--- src/rtl/core/modexp_pkg.sv ---
// Shared widths and types for the modular exponentiation block.
package modexp_pkg;

  localparam int FIELD_WIDTH   = 32;
  localparam int OPERAND_WIDTH = 32;
  localparam int STEP_WIDTH    = $clog2(OPERAND_WIDTH);
  localparam int SUM_WIDTH     = OPERAND_WIDTH + 2;

  typedef logic [FIELD_WIDTH-1:0]   field_t;
  typedef logic [OPERAND_WIDTH-1:0] opnd_t;
  typedef logic [STEP_WIDTH-1:0]    step_cnt_t;
  typedef logic [SUM_WIDTH-1:0]     sum_t;

endpackage

--- src/rtl/core/modular_exponentiation.sv ---
// Top level: right-to-left square-and-multiply modular exponentiation.
// Usage:
//   Input channel (in_valid / in_stall) carries base_value, exponent_value
//   and modulus_value. A transaction is taken only while the block is idle;
//   in_stall stays high for the whole computation.
//   Output channel (out_valid / out_stall) returns power_result and
//   zero_modulus_error, one transaction per input transaction.
//   Sequence: a zero modulus goes straight to the write step. Otherwise the
//   base is first reduced, then each exponent bit up to the highest set bit
//   costs one modular square plus, when the bit is set, one modular
//   multiply, with a sequencing step per bit. One item is in work at a
//   time. The single bit-serial modular multiplier, one multiplier bit per
//   cycle, is shared by the reduce, multiply and square steps.
//   A zero exponent returns 1 even for a modulus of one.
//   The result waits in an output register while out_stall is high; the
//   next input transaction is taken once that result is stored.
//   Reset (rst, synchronous) drops any work in progress and empties the
//   output register.
module modular_exponentiation (
  input  logic                clk,
  input  logic                rst,
  input  logic                in_valid,
  output logic                in_stall,
  input  modexp_pkg::field_t  base_value,
  input  modexp_pkg::field_t  exponent_value,
  input  modexp_pkg::field_t  modulus_value,
  output logic                out_valid,
  input  logic                out_stall,
  output modexp_pkg::field_t  power_result,
  output logic                zero_modulus_error
);
  import modexp_pkg::*;

  localparam logic [2:0] ST_IDLE   = 3'd0;
  localparam logic [2:0] ST_REDUCE = 3'd1;
  localparam logic [2:0] ST_LOOP   = 3'd2;
  localparam logic [2:0] ST_MULT   = 3'd3;
  localparam logic [2:0] ST_SQUARE = 3'd4;
  localparam logic [2:0] ST_WRITE  = 3'd5;

  logic [2:0] state;
  opnd_t      modr;
  opnd_t      expo;
  opnd_t      acc;
  opnd_t      sq;
  opnd_t      res;
  logic       err;

  logic       mm_start;
  opnd_t      mm_x;
  opnd_t      mm_y;
  logic       mm_busy;
  logic       mm_done;
  opnd_t      mm_result;
  logic       in_take;
  logic       out_free;

  assign in_stall = (state != ST_IDLE);
  assign in_take  = in_valid && !in_stall;
  assign out_free = !out_valid || !out_stall;

  modexp_mulmod u_mulmod (
    .clk    (clk),
    .rst    (rst),
    .start  (mm_start),
    .x      (mm_x),
    .y      (mm_y),
    .m      (modr),
    .busy   (mm_busy),
    .done   (mm_done),
    .result (mm_result)
  );

  always_comb begin
    mm_start = 1'b0;
    mm_x     = sq;
    mm_y     = sq;
    unique case (state)
      ST_REDUCE: begin
        mm_x = opnd_t'(1);
        mm_y = opnd_t'(base_value);
        mm_start = !mm_busy && !mm_done && (expo == '1) && 1'b0;
      end
      ST_LOOP: begin
        if (expo != '0) begin
          mm_start = 1'b1;
          if (expo[0]) begin
            mm_x = acc;
          end
        end
      end
      ST_MULT: begin
        mm_start = mm_done;
      end
      default: begin
        mm_start = 1'b0;
      end
    endcase
    if (in_take && (opnd_t'(modulus_value) != '0)) begin
      mm_start = 1'b1;
      mm_x     = opnd_t'(1);
      mm_y     = opnd_t'(base_value);
    end
  end

  always_ff @(posedge clk) begin
    if (rst) begin
      state <= ST_IDLE;
    end else begin
      unique case (state)
        ST_IDLE: begin
          if (in_take) begin
            state <= (opnd_t'(modulus_value) == '0) ? ST_WRITE : ST_REDUCE;
          end
        end
        ST_REDUCE: begin
          if (mm_done) begin
            state <= ST_LOOP;
          end
        end
        ST_LOOP: begin
          if (expo == '0) begin
            state <= ST_WRITE;
          end else begin
            state <= expo[0] ? ST_MULT : ST_SQUARE;
          end
        end
        ST_MULT: begin
          if (mm_done) begin
            state <= ST_SQUARE;
          end
        end
        ST_SQUARE: begin
          if (mm_done) begin
            state <= ST_LOOP;
          end
        end
        ST_WRITE: begin
          if (out_free) begin
            state <= ST_IDLE;
          end
        end
        default: begin
          state <= ST_IDLE;
        end
      endcase
    end
  end

  always_ff @(posedge clk) begin
    if (in_take) begin
      modr <= opnd_t'(modulus_value);
      expo <= opnd_t'(exponent_value);
      acc  <= opnd_t'(1);
      res  <= '0;
      err  <= (opnd_t'(modulus_value) == '0);
    end else begin
      unique case (state)
        ST_REDUCE: begin
          if (mm_done) begin
            sq <= mm_result;
          end
        end
        ST_LOOP: begin
          if (expo == '0) begin
            res <= acc;
          end
        end
        ST_MULT: begin
          if (mm_done) begin
            acc <= mm_result;
          end
        end
        ST_SQUARE: begin
          if (mm_done) begin
            sq   <= mm_result;
            expo <= {1'b0, expo[OPERAND_WIDTH-1:1]};
          end
        end
        default: begin
        end
      endcase
    end
  end

  always_ff @(posedge clk) begin
    if (rst) begin
      out_valid <= 1'b0;
    end else if ((state == ST_WRITE) && out_free) begin
      out_valid <= 1'b1;
    end else if (!out_stall) begin
      out_valid <= 1'b0;
    end
  end

  always_ff @(posedge clk) begin
    if ((state == ST_WRITE) && out_free) begin
      power_result       <= FIELD_WIDTH'(res);
      zero_modulus_error <= err;
    end
  end

endmodule

--- src/rtl/core/modexp_mulmod.sv ---
// Bit-serial shift-and-add modular multiplier, one multiplier bit per cycle.
module modexp_mulmod (
  input  logic               clk,
  input  logic               rst,
  input  logic               start,
  input  modexp_pkg::opnd_t  x,
  input  modexp_pkg::opnd_t  y,
  input  modexp_pkg::opnd_t  m,
  output logic               busy,
  output logic               done,
  output modexp_pkg::opnd_t  result
);
  import modexp_pkg::*;

  opnd_t     acc;
  opnd_t     xr;
  opnd_t     yr;
  step_cnt_t cnt;
  sum_t      sum;
  sum_t      m1;
  sum_t      m2;
  sum_t      diff1;
  sum_t      diff2;
  opnd_t     acc_next;

  assign result = acc;

  always_comb begin
    m1    = {2'b00, m};
    m2    = {1'b0, m, 1'b0};
    sum   = {1'b0, acc, 1'b0} + (yr[OPERAND_WIDTH-1] ? {2'b00, xr} : '0);
    diff1 = sum - m1;
    diff2 = sum - m2;
    priority if (sum >= m2) begin
      acc_next = diff2[OPERAND_WIDTH-1:0];
    end else if (sum >= m1) begin
      acc_next = diff1[OPERAND_WIDTH-1:0];
    end else begin
      acc_next = sum[OPERAND_WIDTH-1:0];
    end
  end

  always_ff @(posedge clk) begin
    if (rst) begin
      busy <= 1'b0;
      done <= 1'b0;
    end else begin
      done <= busy && (cnt == '0);
      if (start) begin
        busy <= 1'b1;
      end else if (busy && (cnt == '0)) begin
        busy <= 1'b0;
      end
    end
  end

  always_ff @(posedge clk) begin
    if (start) begin
      acc <= '0;
      xr  <= x;
      yr  <= y;
      cnt <= STEP_WIDTH'(OPERAND_WIDTH - 1);
    end else if (busy) begin
      acc <= acc_next;
      yr  <= {yr[OPERAND_WIDTH-2:0], 1'b0};
      cnt <= cnt - 1'b1;
    end
  end

endmodule

--- config.mk ---
export PLATFORM = sky130hd
export DESIGN_NAME = modular_exponentiation
export DESIGN_NICKNAME = d
export VERILOG_FILES = /design/src/rtl/core/modexp_pkg.sv /design/src/rtl/core/modular_exponentiation.sv /design/src/rtl/core/modexp_mulmod.sv
export SDC_FILE = /design/constraint.sdc
export NUM_CORES = 1
export LEC_CHECK = 0
export BUFFER_PORTS_ARGS = -buffer_cell sky130_fd_sc_hd__buf_2
export CAP_MARGIN = 20
export CELL_PAD_IN_SITES_DETAIL_PLACEMENT = 0
export CELL_PAD_IN_SITES_GLOBAL_PLACEMENT = 1
export CORE_MARGIN = 2
export CORE_UTILIZATION = 45
export DETAILED_ROUTE_END_ITERATION = 10
export GPL_ROUTABILITY_DRIVEN = 0
export PLACE_DENSITY = 0.81
export SLEW_MARGIN = 15
export SYNTH_ARGS = -nofsm -noshare
export SYNTH_HDL_FRONTEND = slang
export SYNTH_SLANG_ARGS = --single-unit
--- constraint.sdc ---
create_clock -name clk -period 9.8 [get_ports clk]
set_input_delay 1.96 -clock clk [delete_from_list [all_inputs] [get_ports clk]]
set_output_delay 1.96 -clock clk [all_outputs]
set_load 0.005 [all_outputs]
* Yosys cells after proc, flatten, opt, wreduce, memory -nomap -nowiden *
Index checks and enable logic that the tools add are counted.

word-level totals
  flip-flop bits (word level) = 301
  input port bits = 100
  output and inout bits = 35
  logic and storage cells = 86

cells by class
  add/sub/neg operators = 4
  $lt $le $gt $ge = 2
  equal/unequal tests = 10
  muxes and demuxes = 28
  bitwise gates (word level) = 1
  reduce and logical (&&, ||, !) cells = 25

operator list
  kind                                               count
  two-way mux 32 bit                                 12
  logical NOT 32 bit                                 2
  case mux 32 bit (2 select lines)                   1
  nonzero test 32 bit                                2
  subtractor 32 bit                                  2
  adder 33 x 32 -> 34 bit                            1
  greater-or-equal comparator 34 x 32 -> 1 bit       1
  greater-or-equal comparator 34 x 33 -> 1 bit       1
  two-way mux 3 bit                                  7
  case mux 3 bit (5 select lines)                    1
  nonzero test 2 bit                                 4
  == test 3 x 2 -> 1 bit (second input constant)     2
  == test 3 bit (second input constant)              2
  two-way mux 1 bit                                  6
  != test 2 x 1 -> 1 bit (second input constant)     3
  AND reduction 2 bit                                3
  logical NOT 5 bit                                  1
  subtractor 5 x 1 -> 5 bit (second input constant)  1
  logical AND 1 bit                                  4
  != test 2 bit (second input constant)              2
  AND reduction 4 bit                                1
  == test 3 x 1 -> 1 bit (second input constant)     1
  logical NOT 1 bit                                  3
  logical NOT 3 bit                                  1
  other kinds (6)                                    6

* Longest topological paths before layout *
Gate-level depths: netlist (run 1).

  word-level depth = 6
  gate-level depth with buffers = 25
  depth with buffers taken out = 23

* Modules after synthesis *
Synthesis (run 1) repeated with hierarchy kept, for this count alone.

second synthesis, totals
  cell total of the unflattened synthesis = 1,904
  area total of the unflattened synthesis = 17,914.7 µm²

modules (own cells, without submodules)
  module                  times used  cells an instance  area each (µm²)  sequential area each (µm²)
  modexp_mulmod           1           1,078              9,435.3          2,702.6
  modular_exponentiation  1           826                8,479.4          5,265.0

* Least setup slack after synthesis (run 1) *
Ideal clock, no wire load.

  kind = register -> register
  start = register u_mulmod.yr[31]
  end = register u_mulmod.acc[0], in the netlist u_mulmod.result[0]
  library setup time = 0.070 ns
  arrival = 5.045 ns
  required time = 9.730 ns
  path slack = 4.686 ns
  stages on the path, launching flop included = 24
  buffers on the path = 2
  clock period less this slack = 5.114 ns
  path through = edfxtp_1 clkbuf_1 nand2_1 fa_1 nor2b_1 o21ai_1 o211a_1 o31a_1 o21ai_0 nand3_1 nand2_1 xor2_1 ha_1 buf_2 a21oi_1 o21ai_0 a2111o_1 a21o_1 a21o_1 a21o_1 a221o_4 o21ai_1 mux2_1 a21oi_1

between the ends
  word-level cells in the longest chain between the ends = 5
  elaborated cells between the ends (all ways) = 8
  those cells by class = add/sub (3); order compare (2); mux (3)

ends and longest elaborated chain
  element                                                                            line                                      text
  start: declaration                                                                 modexp_mulmod.sv:17                       opnd_t yr;
  start signal: assignment                                                           modexp_mulmod.sv:61                       yr <= y;
  start signal: assignment                                                           modexp_mulmod.sv:65                       yr <= {yr[OPERAND_WIDTH-2:0], 1'b0};
  two-way mux 32 bit *                                                               modexp_mulmod.sv:31                       sum = {1'b0, acc, 1'b0} + (yr[OPERAND_WIDTH-1] ? {2'b00, xr} : '0);
  adder 33 x 32 -> 34 bit *                                                          modexp_mulmod.sv:31
  subtractor 32 bit or greater-or-equal comparator 34 x 32 -> 1 bit (tied branches)  modexp_mulmod.sv:32, modexp_mulmod.sv:36
  two-way mux 32 bit                                                                 modexp_mulmod.sv:36                       end else if (sum >= m1) begin
  two-way mux 32 bit *                                                               modexp_mulmod.sv:34                       priority if (sum >= m2) begin
  end signal: assignment                                                             modexp_mulmod.sv:64                       acc <= acc_next;
  end: declaration                                                                   modexp_mulmod.sv:15                       opnd_t acc;

Every way passes the cells marked *; elsewhere a longest branch is shown, timed or not.
A chain may end at the register's enable or synchronous reset.

* Worst setup path in the final report (run 1) *
Ends and elaborated chain as after synthesis.

==> results of run 1 <==
==> cell families (layout without fill, tap and decap cells) <==
family,after synthesis,in the layout,share of synthesized area [%]
compound gates,446,446,17.3
xor+xnor,84,84,4.33
fa+ha+maj,99,99,7.43
buf+inv,138,278,3.28
flops,301,301,46.9
mux,83,83,4.93
simple gates,591,591,15.8
==> cells in the final DEF (no fill, tap or decap), drive strengths merged, types with 30 or more instances in the layout <==
cell | synthesis | routed
nand2 | 273 | 273
edfxtp | 194 | 194
buf | 20 | 152
nor2 | 134 | 134
a21oi | 113 | 113
dfxtp | 107 | 107
o21ai | 107 | 107
ha | 96 | 96
mux2i | 81 | 81
inv | 64 | 67
xnor2 | 58 | 58
clkbuf | 54 | 40
a22oi | 34 | 34
nand3 | 32 | 32
and2 | 31 | 31
a21o | 30 | 30
==> state kept, by name, indices dropped and copies added, names as in the netlist <==
name	cells
acc	32
expo	32
modr	32
power_result	32
res	32
sq	32
u_mulmod.result	32
u_mulmod.xr	32
u_mulmod.yr	32
u_mulmod.cnt	5
state	3
err	1
out_valid	1
u_mulmod.busy	1
u_mulmod.done	1
zero_modulus_error	1
==> through the flow <==
stage               std cells  utilization [%]  hold slack (ns)  setup slack, ns  power [mW]
finish                   2393             51.6            0.434             3.49        6.15
global route             2393             51.6            0.443             3.04        6.55
CTS                      2392             51.6            0.434             3.58        6.10
detailed placement       2330             48.5            0.418             3.63        4.80
global placement         2330             48.5            0.416             3.78        4.77
floorplan                1742                -            0.400             4.69        4.04
==> cells in the mapped netlist (5+ instances only) <==
cell      count
o21a_1       13
inv_1        62
edfxtp_1    194
buf_1         9
xor2_1       26
o21ai_0      81
a21o_1       30
nor3_1       27
o221ai_1     13
nand3_1      31
or3_1         9
nand2b_1     17
a31oi_1      21
dfxtp_1     107
a22oi_1      34
o21bai_1     10
nor4_1       22
a211o_1       5
ha_1         96
nand2_1     272
o21ai_1      26
nand4_1      14
and2_1       31
a211oi_1     25
o41ai_1       5
nor2_1      133
a21boi_0      5
and3_1        8
clkbuf_1     54
mux2i_1      81
buf_2         7
a21oi_1     111
o31a_1        5
o31ai_1       8
xnor2_1      58
nor2b_1       9
o211ai_1     13
==> routing by layer <==
metal | wire, µm | GRT usage (%)
met5 | 0 | 0
met4 | 813 | 6.04
met2 | 18200 | 32.8
met3 | 2780 | 2.90
met1 | 22600 | 35.4
==> power by group through the flow <==
stage	Clock, mW	Combinational (mW)	Sequential [mW]
after floorplan	0	2.41	1.63
after global placement	0	3.08	1.69
after detailed placement	0	3.10	1.70
after CTS	1.31	3.12	1.67
after global routing	1.35	3.50	1.69
final	1.28	3.19	1.68
==> cell type report <==
cell class	instances	area [µm²]
multi-input combinational	1303	8510
clock buffer	40	905
tap	511	639
fill	3448	18100
sequential	301	7970
timing repair buffer	152	826
clock inverter	22	221
inverter	64	243
==> worst max-delay path, stage by stage (launching register included) <==
cell and delay [ns]:
edfxtp_1 0.33, buf_4 0.24, and2_1 0.19, ha_1 0.19, inv_1 0.07, fa_1 0.40, nor2b_1 0.13, o21ai_1 0.10
o211a_1 0.28, or4_4 0.57, a31oi_1 0.26, o21ai_0 0.15, a31oi_1 0.45, ha_1 0.41, a211oi_1 0.28, nor3b_1 0.10
o31ai_1 0.22, a21boi_0 0.12, a311oi_1 0.37, o221a_1 0.73, o21ai_1 0.17, mux2_1 0.35, a21oi_1 0.14
==> path summary, 6_finish.rpt <==
path,startpoint,to,slack [ns]
max,u_mulmod.yr[31]$_DFFE_PP_,u_mulmod.result[0]$_SDFFE_PN0P_,3.49
min,res[5]$_SDFFE_PP0P_,power_result[5]$_DFFE_PP_,0.43
max reg2reg,u_mulmod.yr[31]$_DFFE_PP_,u_mulmod.result[0]$_SDFFE_PN0P_,3.49
min reg2reg,res[5]$_SDFFE_PP0P_,power_result[5]$_DFFE_PP_,0.43
==> summary.md, run 1 <==
| Metric | Value |
|---|---|
| Status | complete, no violations |
| First-pass GRT wire length | between 70000 and 80000 µm |
| Sequential cell area fraction in the yosys report | 46.9% |
| Starting Density | 45.4% |
| WP data arrival | between 6 and 7 ns |
| Post-DRT Antenna Nets | 0 |
| WHS Path Cells | 0 |
| Wire per inst | between 15 and 20 µm |
| CP max FO | 32 |
| Slew headroom | ~40% |
| Slew Limit Fails | 0 |
| Hold Crit Class | reg2reg |
| Initial detailed-routing violation count | 1113 |
| Sw Ratio | a little over two fifths |
| Number of iterations in the first detailed-routing pass | 5 |
| Post-CTS setup buffer count | 0 |
| DPL Wire Length | 32500 µm |
| Number of global-route vias before repair | 12775 |
| Leakage | ~7.8 nW |
| Syn avg cell area | 9.75 µm² |
| Area after DPL | 18200 µm² |
| Layout Nets | between 2000 and 2500 |
| Sw Pwr | about 2.6 mW |
| Critical path class | reg2reg |
| Chip Width | 198 µm |
| Synth Register Bits | ~300 |
| Die area | roughly 39000 µm² |
| CP endpoint kind | register |
| Sink Count | between 300 and 400 |
| Ys Warns | 0 |
| Max-Cap Viols | 0 |
| P&R area growth vs syn | 13.7% |
| Comb pwr share | 51.9% |
| Synth async-reset ratio | 0% |
| Clock skew | about 0.014 ns |
| Final Cell Area | about 19000 µm² |
| Crit path time final | around 6.3 ns |
| Post-Syn Instances | between 1500 and 2000 |
| Largest net degree at the start of global routing | between 80 and 90 |
| Max Clock Freq | 158 MHz |
| Clock tree root buffer cell | clkbuf_16 |
| Core ar. | between 30000 and 40000 µm² |
| Inserted Clock Buffers | 34 |
| Distinct cells, synth | 82 |
| P_int | about 3.5 mW |
| Via density | 5.63 |
| Top cells by area, synth | edfxtp_1, dfxtp_1, ha_1 |
| Most used DFF post-synth | edfxtp_1 |
| Top-level I/O count | between 100 and 150 |
| CP required | approximately 10 ns |
| Cell row count | between 70 and 80 |
| Peak supply drop | between 0.15 and 0.2 mV |
| Netlist Area Pre-Place | between 15000 and 20000 µm² |
| IO buf count | approximately 130 |
| Total GRT Usage | 22.7% |
| PostCTS Resize Cnt | 0 |
| EDFF count, synth | 194 |
| Fin crit share | 64.4% |
| Final hold vios | 0 |
| CTS tree | built |
| Clock group share of total power | 20.8% |
| Synth top area share | between 30% and 40% |
| Seq pwr share | a little over a quarter |
| DR DRC count | 0 |
| Setup TNS | 0 ns |
| Post-Route WL | roughly 44000 µm |
| DR vias | 13469 |
| Clock Latency Late Sink | 0.54 ns |
| Syn nets | ~1900 |
| N_diodes | 0 |
| H-Tree Depth | 2 |
| Layout cells sized above 1 | between 10% and 20% |
| Initial antenna violation count | 0 |
| Worst Max-Slew Pin Slew | about 0.88 ns |
| DIE HEIGHT | slightly below 200 µm |
| GR Overflow Total | 0 |
| Setup-failing EPs final | 0 |
| CP Launch Type | register |
| Post-synth top area cell | edfxtp_1 |
| Worst Reg-to-Reg Cells | 22 |
| RSZ-0062 raised after global routing | false |
| PwrDens | 318 nW/µm² |
| Worst-path clk slew | about 0.06 ns |
| Clock buffer depth | 3 |
| Hold_buf cts | 0 |
(Power assumes the default switching activity.)
==> run 2, diff against run 1 <==
Settings changed: ABC_AREA set to 1, PLACE_DENSITY 0.81 to 0.84.
Clock period 9.8 ns to 6.2 ns, I/O delays scaled along.
==> summary.md, run 2 <==
| Metric | Value |
|---|---|
| Status | complete, no violations |
| Most used DFF post-synth | edfxtp_1 |
| Inserted Clock Buffers | 35 (+2.9%) |
| Hold path startpoint | err$_DFFE_PP_ |
| Via density | 5.40 (-4.0%) |
| Syn nets | 2720 (+40%) |
| DPL Wire Length | 43800 µm (+35%) |
| CP endpoint kind | register |
| Die area | 43700 µm² (+11%) |
| Worst Max-Slew Pin Slew | 1.03 ns (+0.157 ns) |
| Slew headroom | 31.1% (-9.6 points) |
| Layout cells sized above 1 | 10.8% (-2.2 points) |
| Syn avg cell area | 7.51 µm² (-23%) |
| P&R area growth vs syn | 12.5% |
| Core ar. | 41800 µm² (+12%) |
| RSZ-0062 raised after global routing | false |
| Clock Latency Late Sink | 0.56 ns (+0.02 ns) |
| Most used cell, CP | nand2_1 |
| Critical path class | reg2reg |
| Cell row count | 75 (+5.6%) |
| Commonest cells after routing, fill and taps aside | nand2_1, inv_1, nor2_1 |
| Setup-failing EPs final | 0 (unchanged) |
| Clock skew | 0.0277 ns (+0.0133 ns) |
| CTS tree | built |
| Netlist Area Pre-Place | 18900 µm² (+12%) |
| Worst-path clk slew | 0.06 ns (about the same) |
| EDFF count, synth | 194 (unchanged) |
| Setup TNS | 0 ns (unchanged) |
| Synth Register Bits | 301 (unchanged) |
| Clock tree root buffer cell | clkbuf_16 |
| Commonest non-fill, non-tap cell in the layout | nand2_1 |
| Initial detailed-routing violation count | 1366 (+23%) |
| Post-synth top cells | nand2_1, inv_1, nor2_1 |
| Multi-input logic area | 9360 µm² (+10%) |
| Post-Syn Instances | 2521 (+45%) |
| Post-synth top area cell | edfxtp_1 |
| Wire per inst | 17.6 µm (-4.8%) |
| Post-Route WL | 56300 µm (+27%) |
| CP Launch Type | register |
| Crit path time final | 5.43 ns (-0.880 ns) |
| Number of iterations in the first detailed-routing pass | 6 (+1) |
| Fin crit share | 87.6% (+23 points) |
| IO buf count | 134 (unchanged) |
| Number of global-route vias before repair | 16487 (+29%) |
| Synth top area share | 30.8% (-3.5 points) |
| Distinct cells, synth | 50 (-39%) |
| GR Overflow Total | 0 (unchanged) |
| Most common cell in the netlist | nand2_1 |
| Largest stage delay on the critical path | 1.03 ns (+0.30 ns) |
| Largest net degree at the start of global routing | 67 (-19%) |
| Critical Path Start | u_mulmod.yr[31]$_DFFE_PP_ |
| Initial antenna violation count | 0 (unchanged) |
| Final hold vios | 0 (unchanged) |
| N_diodes | 0 (unchanged) |
| PostCTS Resize Cnt | 0 (unchanged) |
| Clock buffer depth | 3 (unchanged) |
| Starting Density | 45.4% (-0.048 points) |
| Hold_buf cts | 0 (unchanged) |
| Top-level I/O count | 135 (unchanged) |
| DR DRC count | 0 (unchanged) |
| Post-DRT Antenna Nets | 0 (unchanged) |
| CP required | 6.65 ns (-3.62 ns) |
| H-Tree Depth | 2 (unchanged) |
| Storage element area | 7970 µm² (unchanged) |
| Total GRT Usage | 25.6% (+2.9 points) |
| Post-CTS setup buffer count | 0 (unchanged) |
| Ys Warns | 0 (unchanged) |
| Layout Nets | 2827 (+38%) |
| Max Clock Freq | 184 MHz (+16%) |
| WP data arrival | 5.88 ns (-0.91 ns) |
| WP buf/inv | 5 (+3) |
| CP max stage cell | edfxtp_1 |
| Synth async-reset ratio | 0% (unchanged) |
| Sink Count | 301 (unchanged) |
| Chip Width | 209 µm (+5.5%) |
| Hold Crit Class | reg2reg |
| R2r startpoint | u_mulmod.yr[31]$_DFFE_PP_ |
| CP max FO | 32 (unchanged) |
| DR vias | 17255 (+28%) |
| First-pass GRT wire length | 88300 µm (+26%) |
| Max-Cap Viols | 0 (unchanged) |
| Sequential cell area fraction in the yosys report | 42.1% (-4.9 points) |
| CP top delay family | simple AND/OR/NAND/NOR gates |
| Top cells by area, synth | edfxtp_1, nand2_1, dfxtp_1 |
| Slew Limit Fails | 0 (unchanged) |
| Fillers | 4148 (+20%) |
| DIE HEIGHT | 209 µm (+5.5%) |
## run 2: cell count changes after synthesis, moves of 25 or more
cell	before	now
nand2_1	272	672
inv_1	62	321
nand3_1	31	198
a21oi_1	111	220
nor2_1	133	224
mux2i_1	81	0
o21ai_0	81	124
xnor2_1	58	19
a22oi_1	34	1
and2_1	31	3
a211oi_1	25	0
## run 2: layer usage
metal / GRT usage (%) / up-vias / part of all wire (%)
met2: 40.6 / 601 / 44
met3: 3.67 / 97 / 6.6
met4: 8.84 / 0 / 3.3
met1: 35.8 / 7999 / 46
li1: - / 8558 / -
met5: 0 / - / 0
## run 2: path summary, 6_finish.rpt
kind,endpoint,slack (ns),depth (start not counted)
setup / recovery,u_mulmod.result[1]$_SDFFE_PN0P_,0.77,28
hold / removal,zero_modulus_error$_DFFE_PP_,0.42,0
setup reg to reg,u_mulmod.result[1]$_SDFFE_PN0P_,0.77,28
hold reg to reg,zero_modulus_error$_DFFE_PP_,0.42,0
## run 2: through the flow
stage          cells  worst slack (ns)  hold slack [ns]  area, µm²  util [%]
2_1_floorplan   2521              2.31            0.400      18900         -
3_3_place_gp    3128             0.954            0.406      20100      48.0
3_5_place_dp    3128             0.855            0.408      20100      48.0
4_1_cts         3192             0.814            0.422      21300      50.9
5_1_grt         3194             0.202            0.438      21300      51.0
6_report        3194             0.768            0.419      21300      51.0
## run 2: kinds of logic (layout without fill, tap and decap cells)
logic type	Yosys count	in the layout	share of synthesized area, %
simple gates	1211	1211	27.4
compound gates	437	437	12.7
buf+inv	417	551	8.67
flops	301	301	42.1
fa+ha+maj	99	99	6.66
xor+xnor	56	56	2.59
## run 2: final cells by class
type | instances | area share (%)
multi-input cells | 1803 | 43.9
flip-flops and latches | 301 | 37.4
inverters | 334 | 5.88
clock buffers | 53 | 5.04
repair buffers | 153 | 3.99
well taps | 539 | 3.16
clock inverters | 11 | 0.593
Power of run 2 is not shown: default switching activity piles up to over one toggle a cycle in this logic, so the estimate is an artifact.
==> run 3, diff against run 2 <==
Settings changed: CORE_MARGIN 2 to 4, SLEW_MARGIN 15 to 40.
==> summary.md, run 3 (synthesis results as in run 2) <==
| Metric | Value |
|---|---|
| Multi-input logic area | 9370 µm² (about the same) |
| Largest stage delay on the critical path | 0.83 ns (-0.20 ns) |
| Total GRT Usage | 24.7% (-0.91 points) |
| DPL Wire Length | 44400 µm (+1.4%) |
| Starting Density | 46.0% (+0.61 points) |
| Fillers | 4047 (-2.4%) |
| Setup TNS | 0 ns (unchanged) |
| Chip Width | 213 µm (+1.9%) |
| Clock Latency Late Sink | 0.54 ns (-0.02 ns) |
| Initial detailed-routing violation count | 1456 (+6.6%) |
| Top-level I/O count | 135 (unchanged) |
| CP required | 6.61 ns (-0.04 ns) |
| Number of iterations in the first detailed-routing pass | 6 (unchanged) |
| Clock buffer depth | 3 (unchanged) |
| Crit path time final | 5.33 ns (-0.0973 ns) |
| Max-Cap Viols | 0 (unchanged) |
| GR Overflow Total | 0 (unchanged) |
| Storage element area | 7970 µm² (about the same) |
| Critical path class | reg2reg |
| Slew headroom | 49.6% (+18 points) |
| Worst Max-Slew Pin Slew | 0.755 ns (-0.279 ns) |
| Sink Count | 301 (unchanged) |
| Hold Crit Class | reg2reg |
| Clock skew | 0.0273 ns (-0.000451 ns) |
| Inserted Clock Buffers | 35 (unchanged) |
| Core ar. | 41200 µm² (-1.3%) |
| Wire per inst | 17.9 µm (+1.7%) |
| N_diodes | 0 (unchanged) |
| Most used cell, CP | nand2_1 |
| Commonest non-fill, non-tap cell in the layout | nand2_1 |
| First-pass GRT wire length | 89000 µm (+0.84%) |
| Cell row count | 74 (-1.3%) |
| Final Cell Area | 21200 µm² (-0.39%) |
| Met1 usage | 35.4% (-0.35 points) |
| WP data arrival | 5.75 ns (-0.13 ns) |
| Post-DRT Antenna Nets | 0 (unchanged) |
| Setup-failing EPs final | 0 (unchanged) |
| Worst-path clk slew | 0.06 ns (about the same) |
| CTS tree | built |
| Number of global-route vias before repair | 16283 (-1.2%) |
| P&R area growth vs syn | 12.1% |
| Area after DPL | 20100 µm² (about the same) |
| IO buf count | 134 (unchanged) |
| Layout Nets | 2827 (unchanged) |
| Reg2Reg Setup Slack | 0.87 ns (+0.10 ns) |
| RSZ-0062 raised after global routing | false |
| CP max stage cell | edfxtp_1 |
| Initial antenna violation count | 0 (unchanged) |
| DIE HEIGHT | 213 µm (+1.9%) |
| Final hold vios | 0 (unchanged) |
| DR vias | 17316 (+0.35%) |
| Final std cells w/o fill | 3187 (-0.22%) |
| DR DRC count | 0 (unchanged) |
| Post-CTS setup buffer count | 0 (unchanged) |
| GRT busiest layer | met2 |
| Hold_buf cts | 0 (unchanged) |
| Layout cells sized above 1 | 10.7% (-0.038 points) |
| CP Launch Type | register |
| Fin crit share | 86.0% (-1.6 points) |
| H-Tree Depth | 2 (unchanged) |
| Placed cell count | 3122 (-0.19%) |
| Clock tree root buffer cell | clkbuf_16 |
| Max Clock Freq | 187 MHz (+1.8%) |
| Post-Route WL | 57100 µm (+1.5%) |
| Slew Limit Fails | 0 (unchanged) |
| PostCTS Resize Cnt | 0 (unchanged) |
| Via density | 5.43 (+0.57%) |
| Die area | 45400 µm² (+3.9%) |
| Global Route met2 Usage | 38.7% (-1.9 points) |
| Status | complete, no violations |
| GR Util met3 | 3.69% (+0.021 points) |
| CP max FO | 23 (-28%) |
| Commonest cells after routing, fill and taps aside | nand2_1, inv_1, nor2_1 |
| CP endpoint kind | register |
| Largest net degree at the start of global routing | 67 (unchanged) |
run 3: changes by cell type in the layout (fill, tap and decap cells not counted), moves of 2 or more:
cell / previous run / this run
buf_8: 0 / 2
clkbuf_1: 6 / 14
clkbuf_8: 11 / 5
clkinv_1: 4 / 1
clkinv_2: 2 / 4
inv_1: 320 / 318
run 3: worst max-delay path: cells and delay by family, from the launching register on:
family | cells | cell delay (ns)
AO/OA/AOI/OAI | 4 | 1.08
XOR/XNOR | 1 | 0.25
adder cells (fa/ha/maj) | 3 | 0.94
buffers and inverters | 5 | 0.65
flip-flops | 1 | 0.83
AND/OR/NAND/NOR | 15 | 1.43
run 3: per-stage QoR:
step / utilization, % / worst slack [ns] / hold WS, ns
after floorplan: - / 2.31 / 0.400
after global placement: 48.6 / 1.08 / 0.407
after detailed placement: 48.7 / 0.914 / 0.410
after CTS: 51.5 / 0.856 / 0.424
after global routing: 51.5 / 0.295 / 0.432
final: 51.5 / 0.865 / 0.425
run 3: area by class of cell:
| type | instances | area share, % |
|---|---|---|
| clock buffer | 57 | 5.05 |
| clock inverter | 7 | 0.271 |
| inverter | 334 | 5.92 |
| multi-input combinational | 1803 | 44.1 |
| sequential | 301 | 37.5 |
| tap | 532 | 3.14 |
| timing repair buffer | 153 | 3.96 |
run 3: path summary, 6_finish.rpt:
kind,depth (start not counted),end,startpoint
max reg2reg,28,u_mulmod.result[1]$_SDFFE_PN0P_,u_mulmod.yr[31]$_DFFE_PP_
max,28,u_mulmod.result[1]$_SDFFE_PN0P_,u_mulmod.yr[31]$_DFFE_PP_
min reg2reg,0,power_result[7]$_DFFE_PP_,res[7]$_SDFFE_PP0P_
min,0,power_result[7]$_DFFE_PP_,res[7]$_SDFFE_PP0P_
run 3: per-layer routing:
layer / wire (µm) / share of wire (%)
met5: 0 / 0
met4: 1930 / 3.4
met3: 4220 / 7.4
met2: 25400 / 45
met1: 25500 / 45
Power of run 3 is left out for the same reason.
